## config.mk

```make
export PLATFORM = sky130hd
export DESIGN_NAME = paged_frame_admission_engine_unit_flat
export DESIGN_NICKNAME = d
export VERILOG_FILES = /design/src/hw/rtl/pfae_pkg.sv /design/src/hw/rtl/pfae_stream_if.sv /design/src/hw/rtl/pfae_ctrl.sv /design/src/hw/rtl/pfae_dp.sv /design/src/hw/rtl/paged_frame_admission_engine_unit.sv /design/src/flat_wrapper.sv
export SDC_FILE = /design/constraint.sdc
export NUM_CORES = 2
export LEC_CHECK = 0
export ABC_AREA = 1
export BUFFER_PORTS_ARGS = -buffer_cell sky130_fd_sc_hd__buf_2
export CAP_MARGIN = 20
export CORE_MARGIN = 4
export CORE_UTILIZATION = 35
export CTS_BUF_LIST = sky130_fd_sc_hd__clkbuf_4 sky130_fd_sc_hd__clkbuf_8
export DETAILED_ROUTE_END_ITERATION = 6
export PLACE_DENSITY_LB_ADDON = 0.05
export SLEW_MARGIN = 20
export SYNTH_ARGS = -nofsm -noshare
export SYNTH_HDL_FRONTEND = slang
export SYNTH_SLANG_ARGS = --single-unit
export TNS_END_PERCENT = 10
```

## constraint.sdc

```tcl
create_clock -name clk -period 8.2 [get_ports clk]
set_input_delay 0.82 -clock clk [delete_from_list [all_inputs] [get_ports clk]]
set_output_delay 0.82 -clock clk [all_outputs]
set_load 0.02 [all_outputs]
```

## src/hw/rtl/pfae_pkg.sv

```systemverilog
// ----------------------------------------------------------------------------
// pfae_pkg
// Shared types and constants of the paged frame admission engine.
// ----------------------------------------------------------------------------
package pfae_pkg;

	localparam int unsigned KIND_W = 3;

	typedef enum logic [KIND_W-1:0] {
		EV_ARRIVED = 3'd0,
		EV_FREED   = 3'd1,
		EV_ADMIT   = 3'd2,
		EV_TICK    = 3'd3,
		EV_DROP    = 3'd4
	} ev_kind_t;

	localparam logic OP_ARRIVE = 1'b0;
	localparam logic OP_TICK   = 1'b1;

	localparam logic [31:0] MEM_RESET  = 32'd2000;
	localparam logic [31:0] PAGE_RESET = 32'd100;

	typedef struct packed {
		logic        op;
		logic [15:0] job_id;
		logic [15:0] job_lifetime;
		logic [15:0] job_memory;
	} job_item_t;

	typedef struct packed {
		ev_kind_t    event_kind;
		logic [15:0] event_job;
		logic [31:0] event_time;
		logic [4:0]  event_frame;
		logic [31:0] finish_time;
		logic        last_of_run;
	} event_item_t;

	// controller -> datapath
	typedef struct packed {
		logic load_item;
		logic arrive;
		logic free_step;
		logic div_start;
		logic div_step;
		logic count_step;
		logic alloc_step;
		logic keep_job;
		logic next_job;
		logic tick_end;
		logic emit_drop;
		logic emit_arrive;
		logic emit_free;
		logic emit_admit;
		logic emit_tick;
		logic nf_start;
		logic nf_step;
	} dp_cmd_t;

	// datapath -> controller
	typedef struct packed {
		logic op;
		logic queue_full;
		logic free_hit;
		logic free_last;
		logic div_done;
		logic count_last;
		logic fits;
		logic alloc_last;
		logic jobs_left;
		logic nf_done;
		logic out_busy;
	} dp_sts_t;

endpackage

```

## src/hw/rtl/pfae_stream_if.sv

```systemverilog
// ----------------------------------------------------------------------------
// pfae_stream_if
// Valid/ready channel carrying one payload.
// ----------------------------------------------------------------------------
interface pfae_stream_if #(
	parameter type payload_t = logic
);
	logic     valid;
	logic     ready;
	payload_t payload;

	modport source (output valid, output payload, input ready);
	modport sink (input valid, input payload, output ready);
endinterface

```

## src/hw/rtl/pfae_ctrl.sv

```systemverilog
// ----------------------------------------------------------------------------
// pfae_ctrl
// Sequencer: steps the datapath through arrival and tick processing.
// ----------------------------------------------------------------------------
module pfae_ctrl (
	input  logic              clk,
	input  logic              arst_n,
	input  logic              in_valid,
	output logic              in_ready,
	input  pfae_pkg::dp_sts_t sts,
	output pfae_pkg::dp_cmd_t cmd
);
	import pfae_pkg::*;

	typedef enum logic [3:0] {
		ST_IDLE, ST_DECODE, ST_ARR_OUT, ST_FREE, ST_FREE_OUT, ST_NF, ST_JOB,
		ST_DIV, ST_COUNT, ST_DECIDE, ST_ALLOC, ST_ADMIT_OUT, ST_TICK_OUT
	} state_t;

	state_t state_q;

	assign in_ready = (state_q == ST_IDLE);

	always_comb begin
		cmd = '0;
		unique case (state_q)
			ST_IDLE:      cmd.load_item = in_valid;
			ST_DECODE:    cmd.nf_start = sts.op;
			ST_ARR_OUT: begin
				if (!sts.out_busy) begin
					cmd.emit_drop = sts.queue_full;
					cmd.emit_arrive = !sts.queue_full;
					cmd.arrive = !sts.queue_full;
				end
			end
			ST_FREE: begin
				cmd.nf_step = 1'b1;
				cmd.free_step = !sts.free_hit;
			end
			ST_FREE_OUT: begin
				cmd.nf_step = 1'b1;
				if (!sts.out_busy) begin
					cmd.emit_free = 1'b1;
					cmd.free_step = 1'b1;
				end
			end
			ST_NF:        cmd.nf_step = 1'b1;
			ST_JOB:       cmd.div_start = sts.jobs_left;
			ST_DIV:       cmd.div_step = 1'b1;
			ST_COUNT:     cmd.count_step = 1'b1;
			ST_DECIDE: begin
				cmd.keep_job = !sts.fits;
				cmd.next_job = !sts.fits;
			end
			ST_ALLOC:     cmd.alloc_step = 1'b1;
			ST_ADMIT_OUT: begin
				if (!sts.out_busy) begin
					cmd.emit_admit = 1'b1;
					cmd.next_job = 1'b1;
				end
			end
			ST_TICK_OUT: begin
				if (!sts.out_busy) begin
					cmd.emit_tick = 1'b1;
					cmd.tick_end = 1'b1;
				end
			end
			default: ;
		endcase
	end

	always_ff @(posedge clk or negedge arst_n) begin
		if (!arst_n) begin
			state_q <= ST_IDLE;
		end else begin
			unique case (state_q)
				ST_IDLE:   if (in_valid) state_q <= ST_DECODE;
				ST_DECODE: state_q <= sts.op ? ST_FREE : ST_ARR_OUT;
				ST_ARR_OUT: if (!sts.out_busy) state_q <= ST_IDLE;
				ST_FREE: begin
					if (sts.free_hit) state_q <= ST_FREE_OUT;
					else if (sts.free_last) state_q <= ST_NF;
				end
				ST_FREE_OUT: begin
					if (!sts.out_busy) state_q <= sts.free_last ? ST_NF : ST_FREE;
				end
				ST_NF:     if (sts.nf_done) state_q <= ST_JOB;
				ST_JOB:    state_q <= sts.jobs_left ? ST_DIV : ST_TICK_OUT;
				ST_DIV:    if (sts.div_done) state_q <= ST_COUNT;
				ST_COUNT:  if (sts.count_last) state_q <= ST_DECIDE;
				ST_DECIDE: state_q <= sts.fits ? ST_ALLOC : ST_JOB;
				ST_ALLOC:  if (sts.alloc_last) state_q <= ST_ADMIT_OUT;
				ST_ADMIT_OUT: if (!sts.out_busy) state_q <= ST_JOB;
				ST_TICK_OUT:  if (!sts.out_busy) state_q <= ST_IDLE;
				default:   state_q <= ST_IDLE;
			endcase
		end
	end
endmodule

```

## src/hw/rtl/pfae_dp.sv

```systemverilog
// ----------------------------------------------------------------------------
// pfae_dp
// Datapath: frame table, wait queue, tick clock, serial divider and the
// output register.
// ----------------------------------------------------------------------------
module pfae_dp #(
	parameter int FRAME_SLOTS = 32,
	parameter int QUEUE_DEPTH = 16
) (
	input  logic                  clk,
	input  logic                  arst_n,
	input  pfae_pkg::job_item_t   item,
	input  logic [15:0]           memory_bytes,
	input  logic [12:0]           page_bytes,
	input  pfae_pkg::dp_cmd_t     cmd,
	output pfae_pkg::dp_sts_t     sts,
	output logic                  out_valid,
	input  logic                  out_ready,
	output pfae_pkg::event_item_t out_item
);
	import pfae_pkg::*;

	localparam int FW = (FRAME_SLOTS > 1) ? $clog2(FRAME_SLOTS) : 1;
	localparam int QW = (QUEUE_DEPTH > 1) ? $clog2(QUEUE_DEPTH) : 1;
	localparam int CW = $clog2(QUEUE_DEPTH + 1);
	localparam int NW = $clog2(FRAME_SLOTS + 1);

	job_item_t   item_q;
	logic [FRAME_SLOTS-1:0] busy_q;
	logic [15:0] owner_q [FRAME_SLOTS];
	logic [31:0] fend_q [FRAME_SLOTS];
	logic [15:0] wid_q [QUEUE_DEPTH];
	logic [15:0] wlife_q [QUEUE_DEPTH];
	logic [15:0] wmem_q [QUEUE_DEPTH];
	logic [CW-1:0] wcount_q, rd_q, keep_q;
	logic [31:0] clock_q;
	logic [FW-1:0] fidx_q;
	logic [NW-1:0] freec_q, need_q, took_q, nf_q;
	logic        big_q;
	logic [16:0] num_q;
	logic [16:0] rem_q;
	logic [16:0] quo_q;
	logic [4:0]  bit_q;
	logic [12:0] pg;
	logic [31:0] fin;
	logic [QW-1:0] rd_idx;
	logic        emit_any;

	assign pg = (page_bytes == '0) ? 13'd1 : page_bytes;
	assign rd_idx = rd_q[QW-1:0];
	assign fin = clock_q + {16'd0, wlife_q[rd_idx]};
	assign emit_any = cmd.emit_drop || cmd.emit_arrive || cmd.emit_free ||
		cmd.emit_admit || cmd.emit_tick;

	logic [17:0] trial;
	assign trial = {rem_q, num_q[16]} - {5'd0, pg};

	logic in_range;
	assign in_range = ({{(32-FW){1'b0}}, fidx_q} < {{(32-NW){1'b0}}, nf_q});

	assign sts.op         = item_q.op;
	assign sts.queue_full = (wcount_q >= CW'(QUEUE_DEPTH));
	assign sts.free_hit   = busy_q[fidx_q] && (fend_q[fidx_q] <= clock_q);
	assign sts.free_last  = (fidx_q == FW'(FRAME_SLOTS - 1));
	assign sts.div_done   = (bit_q == 5'd0);
	assign sts.count_last = (fidx_q == FW'(FRAME_SLOTS - 1));
	// a need beyond the table can never be met
	assign sts.fits       = !big_q && (freec_q >= need_q);
	assign sts.alloc_last = (took_q >= need_q) || (fidx_q == FW'(FRAME_SLOTS - 1));
	assign sts.jobs_left  = (rd_q < wcount_q);
	assign sts.nf_done    = sts.div_done;
	assign sts.out_busy   = out_valid && !out_ready;

	// frame count and need share one restoring divider, one bit per cycle
	always_ff @(posedge clk) begin
		if (cmd.load_item) item_q <= item;
		if (cmd.nf_start || cmd.div_start) begin
			num_q <= cmd.nf_start ? {1'b0, memory_bytes}
				: {1'b0, wmem_q[rd_idx]} + {4'd0, pg} - 17'd1;
			rem_q <= '0;
			quo_q <= '0;
			bit_q <= 5'd17;
		end else if ((cmd.nf_step || cmd.div_step) && bit_q != 5'd0) begin
			if (!trial[17]) begin
				rem_q <= trial[16:0];
				quo_q <= {quo_q[15:0], 1'b1};
			end else begin
				rem_q <= {rem_q[15:0], num_q[16]};
				quo_q <= {quo_q[15:0], 1'b0};
			end
			num_q <= {num_q[15:0], 1'b0};
			bit_q <= bit_q - 5'd1;
		end
	end

	always_ff @(posedge clk or negedge arst_n) begin
		if (!arst_n) begin
			busy_q   <= '0;
			wcount_q <= '0;
			clock_q  <= '0;
			fidx_q   <= '0;
			rd_q     <= '0;
			keep_q   <= '0;
			freec_q  <= '0;
			need_q   <= '0;
			took_q   <= '0;
			nf_q     <= '0;
			big_q    <= 1'b0;
			out_valid <= 1'b0;
			for (int i = 0; i < FRAME_SLOTS; i++) begin
				owner_q[i] <= '0;
				fend_q[i]  <= '0;
			end
		end else begin
			if (emit_any) out_valid <= 1'b1;
			else if (out_valid && out_ready) out_valid <= 1'b0;
			if (cmd.load_item) begin
				fidx_q <= '0;
				rd_q   <= '0;
				keep_q <= '0;
			end
			if (cmd.arrive) begin
				wid_q[wcount_q[QW-1:0]]   <= item_q.job_id;
				wlife_q[wcount_q[QW-1:0]] <= item_q.job_lifetime;
				wmem_q[wcount_q[QW-1:0]]  <= item_q.job_memory;
				wcount_q <= wcount_q + 1'b1;
			end
			if (cmd.free_step) begin
				if (cmd.emit_free) begin
					busy_q[fidx_q]  <= 1'b0;
					owner_q[fidx_q] <= '0;
					fend_q[fidx_q]  <= '0;
				end
				fidx_q <= sts.free_last ? '0 : fidx_q + 1'b1;
			end
			if (cmd.nf_step && sts.div_done) begin
				nf_q <= (quo_q > 17'(FRAME_SLOTS)) ? NW'(FRAME_SLOTS) : quo_q[NW-1:0];
			end
			if (cmd.div_start) begin
				fidx_q  <= '0;
				freec_q <= '0;
				took_q  <= '0;
			end
			if (cmd.div_step && sts.div_done) begin
				need_q <= (quo_q > 17'(FRAME_SLOTS)) ? NW'(FRAME_SLOTS) : quo_q[NW-1:0];
				big_q  <= (quo_q > 17'(FRAME_SLOTS));
			end
			if (cmd.count_step) begin
				if (in_range && !busy_q[fidx_q]) freec_q <= freec_q + 1'b1;
				fidx_q <= sts.count_last ? '0 : fidx_q + 1'b1;
			end
			if (cmd.alloc_step) begin
				if (in_range && !busy_q[fidx_q] && took_q < need_q) begin
					busy_q[fidx_q]  <= 1'b1;
					owner_q[fidx_q] <= wid_q[rd_idx];
					fend_q[fidx_q]  <= fin;
					took_q <= took_q + 1'b1;
				end
				fidx_q <= fidx_q + 1'b1;
			end
			if (cmd.keep_job) begin
				wid_q[keep_q[QW-1:0]]   <= wid_q[rd_idx];
				wlife_q[keep_q[QW-1:0]] <= wlife_q[rd_idx];
				wmem_q[keep_q[QW-1:0]]  <= wmem_q[rd_idx];
				keep_q <= keep_q + 1'b1;
			end
			if (cmd.next_job) rd_q <= rd_q + 1'b1;
			if (cmd.tick_end) begin
				wcount_q <= keep_q;
				clock_q  <= clock_q + 32'd1;
			end
		end
	end

	always_ff @(posedge clk) begin
		if (emit_any) begin
			out_item.event_time  <= clock_q;
			out_item.event_frame <= '0;
			out_item.finish_time <= '0;
			out_item.last_of_run <= cmd.emit_drop || cmd.emit_arrive || cmd.emit_tick;
			out_item.event_job   <= item_q.job_id;
			priority if (cmd.emit_drop) begin
				out_item.event_kind <= EV_DROP;
			end else if (cmd.emit_arrive) begin
				out_item.event_kind <= EV_ARRIVED;
			end else if (cmd.emit_free) begin
				out_item.event_kind  <= EV_FREED;
				out_item.event_job   <= owner_q[fidx_q];
				out_item.event_frame <= 5'(fidx_q);
			end else if (cmd.emit_admit) begin
				out_item.event_kind  <= EV_ADMIT;
				out_item.event_job   <= wid_q[rd_idx];
				out_item.finish_time <= fin;
			end else begin
				out_item.event_kind <= EV_TICK;
				out_item.event_job  <= '0;
			end
		end
	end
endmodule

```

## src/hw/rtl/paged_frame_admission_engine_unit.sv

```systemverilog
// ----------------------------------------------------------------------------
// paged_frame_admission_engine_unit
// Frame allocator with a wait queue scanned in arrival order, driven by arrival and tick items.
// ----------------------------------------------------------------------------
// One item at a time. An arrival is decoded and then emits its event, which
// an output stall can hold. A tick sweeps the whole frame table to release
// expired frames, with an event per freed frame, while the frame count
// divide runs under the sweep. Then, per waiting job, the serial divider
// works out the page need, a sweep counts free frames and a decision step
// follows; an admitted job also gets an allocation sweep and its event.
// A tick event closes the tick. The frame table sweeps and the bit-serial
// divider dominate the time. Every event leaves through an output register.
module paged_frame_admission_engine_unit #(
	parameter int FRAME_SLOTS = 32,
	parameter int QUEUE_DEPTH = 16
) (
	input  logic        clk,
	input  logic        arst_n,
	pfae_stream_if.sink   in_ch,
	pfae_stream_if.source out_ch,
	input  logic        psel,
	input  logic        penable,
	input  logic        pwrite,
	input  logic [2:0]  paddr,
	input  logic [31:0] pwdata,
	output logic [31:0] prdata,
	output logic        pready
);
	import pfae_pkg::*;

	localparam logic [2:0] ADDR_MEM  = 3'd0;
	localparam logic [2:0] ADDR_PAGE = 3'd4;

	logic [15:0] memory_bytes_q;
	logic [12:0] page_bytes_q;
	dp_cmd_t cmd;
	dp_sts_t sts;
	logic in_ready;

	assign pready = 1'b1;

	always_ff @(posedge clk or negedge arst_n) begin
		if (!arst_n) begin
			memory_bytes_q <= MEM_RESET[15:0];
			page_bytes_q   <= PAGE_RESET[12:0];
		end else if (psel && penable && pwrite) begin
			if (paddr == ADDR_MEM) memory_bytes_q <= pwdata[15:0];
			if (paddr == ADDR_PAGE) page_bytes_q <= pwdata[12:0];
		end
	end

	always_comb begin
		unique case (paddr)
			ADDR_MEM:  prdata = {16'd0, memory_bytes_q};
			ADDR_PAGE: prdata = {19'd0, page_bytes_q};
			default:   prdata = '0;
		endcase
	end

	assign in_ch.ready = in_ready;

	pfae_ctrl u_ctrl (
		.clk      (clk),
		.arst_n   (arst_n),
		.in_valid (in_ch.valid),
		.in_ready (in_ready),
		.sts      (sts),
		.cmd      (cmd)
	);

	pfae_dp #(
		.FRAME_SLOTS (FRAME_SLOTS),
		.QUEUE_DEPTH (QUEUE_DEPTH)
	) u_dp (
		.clk          (clk),
		.arst_n       (arst_n),
		.item         (in_ch.payload),
		.memory_bytes (memory_bytes_q),
		.page_bytes   (page_bytes_q),
		.cmd          (cmd),
		.sts          (sts),
		.out_valid    (out_ch.valid),
		.out_ready    (out_ch.ready),
		.out_item     (out_ch.payload)
	);
endmodule
```

## src/flat_wrapper.sv

```systemverilog
// flat-port wrapper written by rule: the top's interface ports become plain ports
module paged_frame_admission_engine_unit_flat import pfae_pkg::*;
#(
	parameter int FRAME_SLOTS = 32,
	parameter int QUEUE_DEPTH = 16
)
  (clk, arst_n, psel, penable, pwrite, paddr, pwdata, prdata, pready, in_ch_valid, in_ch_payload, in_ch_ready, out_ch_valid, out_ch_payload, out_ch_ready);
  pfae_stream_if in_ch_i ();
  pfae_stream_if out_ch_i ();
  input  logic clk;
  input  logic arst_n;
  input  logic psel;
  input  logic penable;
  input  logic pwrite;
  input  logic [2:0] paddr;
  input  logic [31:0] pwdata;
  output logic [31:0] prdata;
  output logic pready;
  input wire logic [$bits(in_ch_i.valid)-1:0] in_ch_valid;
  input wire logic [$bits(in_ch_i.payload)-1:0] in_ch_payload;
  output wire logic [$bits(in_ch_i.ready)-1:0] in_ch_ready;
  output wire logic [$bits(out_ch_i.valid)-1:0] out_ch_valid;
  output wire logic [$bits(out_ch_i.payload)-1:0] out_ch_payload;
  input wire logic [$bits(out_ch_i.ready)-1:0] out_ch_ready;
  assign in_ch_i.valid = in_ch_valid;
  assign in_ch_i.payload = in_ch_payload;
  assign in_ch_ready = in_ch_i.ready;
  assign out_ch_valid = out_ch_i.valid;
  assign out_ch_payload = out_ch_i.payload;
  assign out_ch_i.ready = out_ch_ready;
  paged_frame_admission_engine_unit #(.FRAME_SLOTS(FRAME_SLOTS), .QUEUE_DEPTH(QUEUE_DEPTH)) u_core (.clk(clk), .arst_n(arst_n), .in_ch(in_ch_i), .out_ch(out_ch_i), .psel(psel), .penable(penable), .pwrite(pwrite), .paddr(paddr), .pwdata(pwdata), .prdata(prdata), .pready(pready));
endmodule
```

==> metrics <==
io pins 79; top cells by count, synth nand2_1, nand3_1, dfrtp_1; Worst Setup End Kind flip-flop; Synth-to-Final Area Change 12.02%; pin count of the biggest net entering global routing approximately 150; normalized max-slew margin approximately 17%; Port Buf Inserts 45; Hold WC Path Type in -> async; register area 45950 sq um; ys flop type dfrtp_1; syn avg cell area ~8.5 sq um; die height 499.3 um; Syn Std Cell Area 84470 sq um; Final HPWL DP ~190000 um; TNS Setup 0 ns; area occupied by multi-input gates 34020 sq um; Async SR Flop Fraction between 60% and 70%; element type at the critical path start flip-flop; vias per inst 5.579; CTS tree yes; # Max-Cap Violations 0; vias in the first global route 70.52k; Pwr per Cell Area 277.9 nW/um^2; first-pass GRT wire length 489100 um; clock-pin slew on the worst setup and hold paths 0.06 ns; TritonRoute pass-1 iters 6; worst slew pin tran 1.240 ns; H-tree level count 5; row count 180; Routed Antenna Nets 0; Final Non-Filler Cells 13.13k; Initial Util 35.15%; setup repair after global routing missed its margin false; most area-consuming cells after synthesis dfrtp_1, edfxtp_1, nand3_1; Post-Route Skew 0.1177 ns; most common cell in the netlist nand2_1; run status finished, final reports clean; Synth top area share 34.30%; Final min period 6.319 ns; CTS buffer count about 340; Crit Path Max Fanout 36; placed cells 12.55k; First DRT Iteration DRCs 7395; CP cell instances inv_2 -> o221ai_1 -> o221ai_1 -> nand2_1 -> inv_1 -> ha_1 -> inv_1 -> fa_1 -> o21ai_1 -> a21oi_1 -> o21ai_1 -> nand2_1 -> nand2_1 -> nand2_1 -> xor2_4 -> buf_4 -> nand3_1 -> nand2_1; synthesized flop and latch total about 1.7k; post-synth cell types 51; crit path kind reg -> reg; final slew viol count 0; TritonCTS Sinks 1737; Final WS setup 1.881 ns; CTS Buffer Depth 4; P_leak 0.04083 uW; # Post-CTS Setup Buffers 0; Synth area leader dfrtp_1; fraction of the yosys area taken by sequential cells 54.38%; Mapped Cells 9910; fmax 0.1583 GHz; slowest CP cell xor2_4; drt total wl 333700 um; # setup viols final 0; initial antenna violation count 16; cts repair resizes 0; Hold Fails Final Rpt 0; Routability Congestion 0.8700; CP max stage delay 0.90 ns; Final period util between 70% and 80%; final net count 9890; Layout fillers ~24k; crit-path leading delay family compound AO/OA/AOI/OAI gates; EDFF count, synth 531; routed len/inst 25.42 um; Clock Latency Late Sink 1.12 ns; CP Data Required Time 9.17 ns; Total GRT Usage 26.06%; VDD IR-drop max roughly 0.23 mV; crit path DAT 7.29 ns; via count 73.23k; Synth Warn # 0; Post-Place Worst Slack 1.865 ns; most used cell, CP nand2_1; die area 249300 sq um; Worst Path Buf+Inv 4; total congestion overflow 0; layout cells sized above 1 under 10%; DIE WIDTH 499.3 um; Core Box Area roughly 240000 sq um; root buffer cell clkbuf_8; Remaining DRCs 0
## where the power goes
group          internal (uW)  switching (uW)  leakage [uW]  total, uW
registers               9690             450        0.0171      10100
clock network           4780            3850       0.00344       8630
logic                   1950            5570        0.0203       7520
total                  16400            9870        0.0408      26300
## per-layer routing
metal	wire length, um	share of wire (%)	global-route usage, %	up-vias
li1	-	-	-	33368
met1	154700	46	38.59	36703
met2	145500	44	39.03	2700
met3	23600	7.1	4.315	459
met4	9793	2.9	7.854	0
met5	0	0	0	-
## flip-flops by register name, indices dropped and copies added, names as in the netlist, 6 cells and up
register / cells
u_core.page_bytes_q: 13
u_core.u_dp.need_q: 6
u_core.u_dp.wmem_q: 256
u_core.memory_bytes_q: 16
u_core.u_dp.freec_q: 6
u_core.u_dp.clock_q: 32
u_core.u_dp.quo_q: 17
u_core.u_dp.rem_q: 17
u_core.u_dp.nf_q: 6
u_core.u_dp.num_q: 17
u_core.u_dp.wlife_q: 256
u_core.u_dp.fend_q: 1024
u_core.u_dp.took_q: 6
u_core.u_dp.busy_q: 32
## placed cells by master, fill, tap and decap left out, types with 8 or more instances in the layout
| cell type | instances |
|---|---|
| o21ai_0 | 716 |
| o21ai_1 | 15 |
| dfrtp_1 | 1153 |
| edfxtp_1 | 531 |
| nand3_1 | 1877 |
| dlygate4sd3_1 | 18 |
| xnor2_1 | 11 |
| nand2_1 | 1965 |
| a22o_1 | 46 |
| a21oi_1 | 505 |
| inv_1 | 454 |
| dfstp_2 | 9 |
| a31oi_1 | 27 |
| buf_12 | 16 |
| xor2_1 | 49 |
| inv_2 | 15 |
| nand4_1 | 29 |
| a21o_1 | 8 |
| dfxtp_1 | 39 |
| conb_1 | 17 |
| o211ai_1 | 15 |
| ha_1 | 121 |
| clkinv_1 | 36 |
| nor2_2 | 41 |
| o32ai_1 | 11 |
| nand3b_1 | 9 |
| nor2_4 | 24 |
| o221ai_1 | 142 |
| nor4_1 | 21 |
| clkinv_2 | 10 |
| buf_2 | 44 |
| clkbuf_4 | 129 |
| xor2_4 | 20 |
| o22ai_1 | 159 |
| nand2_2 | 41 |
| nor2_1 | 885 |
| buf_4 | 207 |
| nor3_1 | 71 |
| clkbuf_8 | 377 |
## logic make-up (layout without fill, tap and decap cells)
group / Yosys count / in the layout / share of synthesized area [%]
AOI/OAI and AO/OA: 1665 / 1665 / 11.18
xor gates and xnor gates: 85 / 85 / 0.8813
adders and majority gates: 124 / 124 / 1.863
buffers and inverters: 1314 / 1327 / 6.348
DFF: 1737 / 1737 / 54.38
muxes: 1 / 1 / 0.01333
other: 2 / 19 / 0.008890
and+or+nand+nor: 4982 / 4982 / 25.32
## worst reg2reg max path, stage by stage, from the launching register on
cell      delay [ns]
dfrtp_2         0.70
inv_2           0.87
o221ai_1        0.28
o221ai_1        0.28
nand2_1         0.12
inv_1           0.09
ha_1            0.17
inv_1           0.06
fa_1            0.44
o21ai_1         0.38
a21oi_1         0.25
o21ai_1         0.56
nand2_1         0.10
nand2_1         0.34
nand2_1         0.22
xor2_4          0.90
buf_4           0.31
nand3_1         0.08
nand2_1         0.09
## timing repair
item / CTS / global route
hold buffers: 18 / 0
endpoints found under the hold margin: 55 / 0
setup endpoints to repair: 0 / 0
## area by class of cell
type	count	share of cell area (%)
multi-input combinational	6874	35.95
clock buffer	506	6.507
inverter	477	1.913
sequential	1737	48.56
antenna	2	0.005289
timing repair buffer	291	2.544
tap	3185	4.211
clock inverter	53	0.3068
## worst paths after layout
kind,start,to,slack [ns],cells after the start
max,u_core.u_dp.rd_q[2]$_DFFE_PN0P_,u_core.u_dp.fend_q[212]$_DFF_PN0_,1.88,18
min,arst_n,u_core.u_dp.fend_q[810]$_DFF_PN0_,0.24,2
max reg2reg,u_core.u_dp.rd_q[2]$_DFFE_PN0P_,u_core.u_dp.fend_q[212]$_DFF_PN0_,1.88,18
min reg2reg,u_core.u_dp.bit_q[4]$_SDFFE_PP1P_,u_core.u_dp.bit_q[4]$_SDFFE_PP1P_,0.46,2
max in group asynchronous,arst_n,u_core.page_bytes_q[10]$_DFFE_PN0P_,4.57,6
min in group clk,penable,u_core.memory_bytes_q[4]$_DFFE_PN1P_,0.25,5
## stage by stage
step	area (sq um)	hold WS (ns)	total power [uW]	util (%)
global route	94630	0.1906	27730	39.38
global placement	87870	0.4377	17700	36.57
CTS	94590	0.1227	26500	39.36
detailed placement	87960	0.4464	17770	36.60
finish	94630	0.2414	26290	39.38
floorplan	84530	0.4266	14670	-
(Power assumes the default switching activity.)
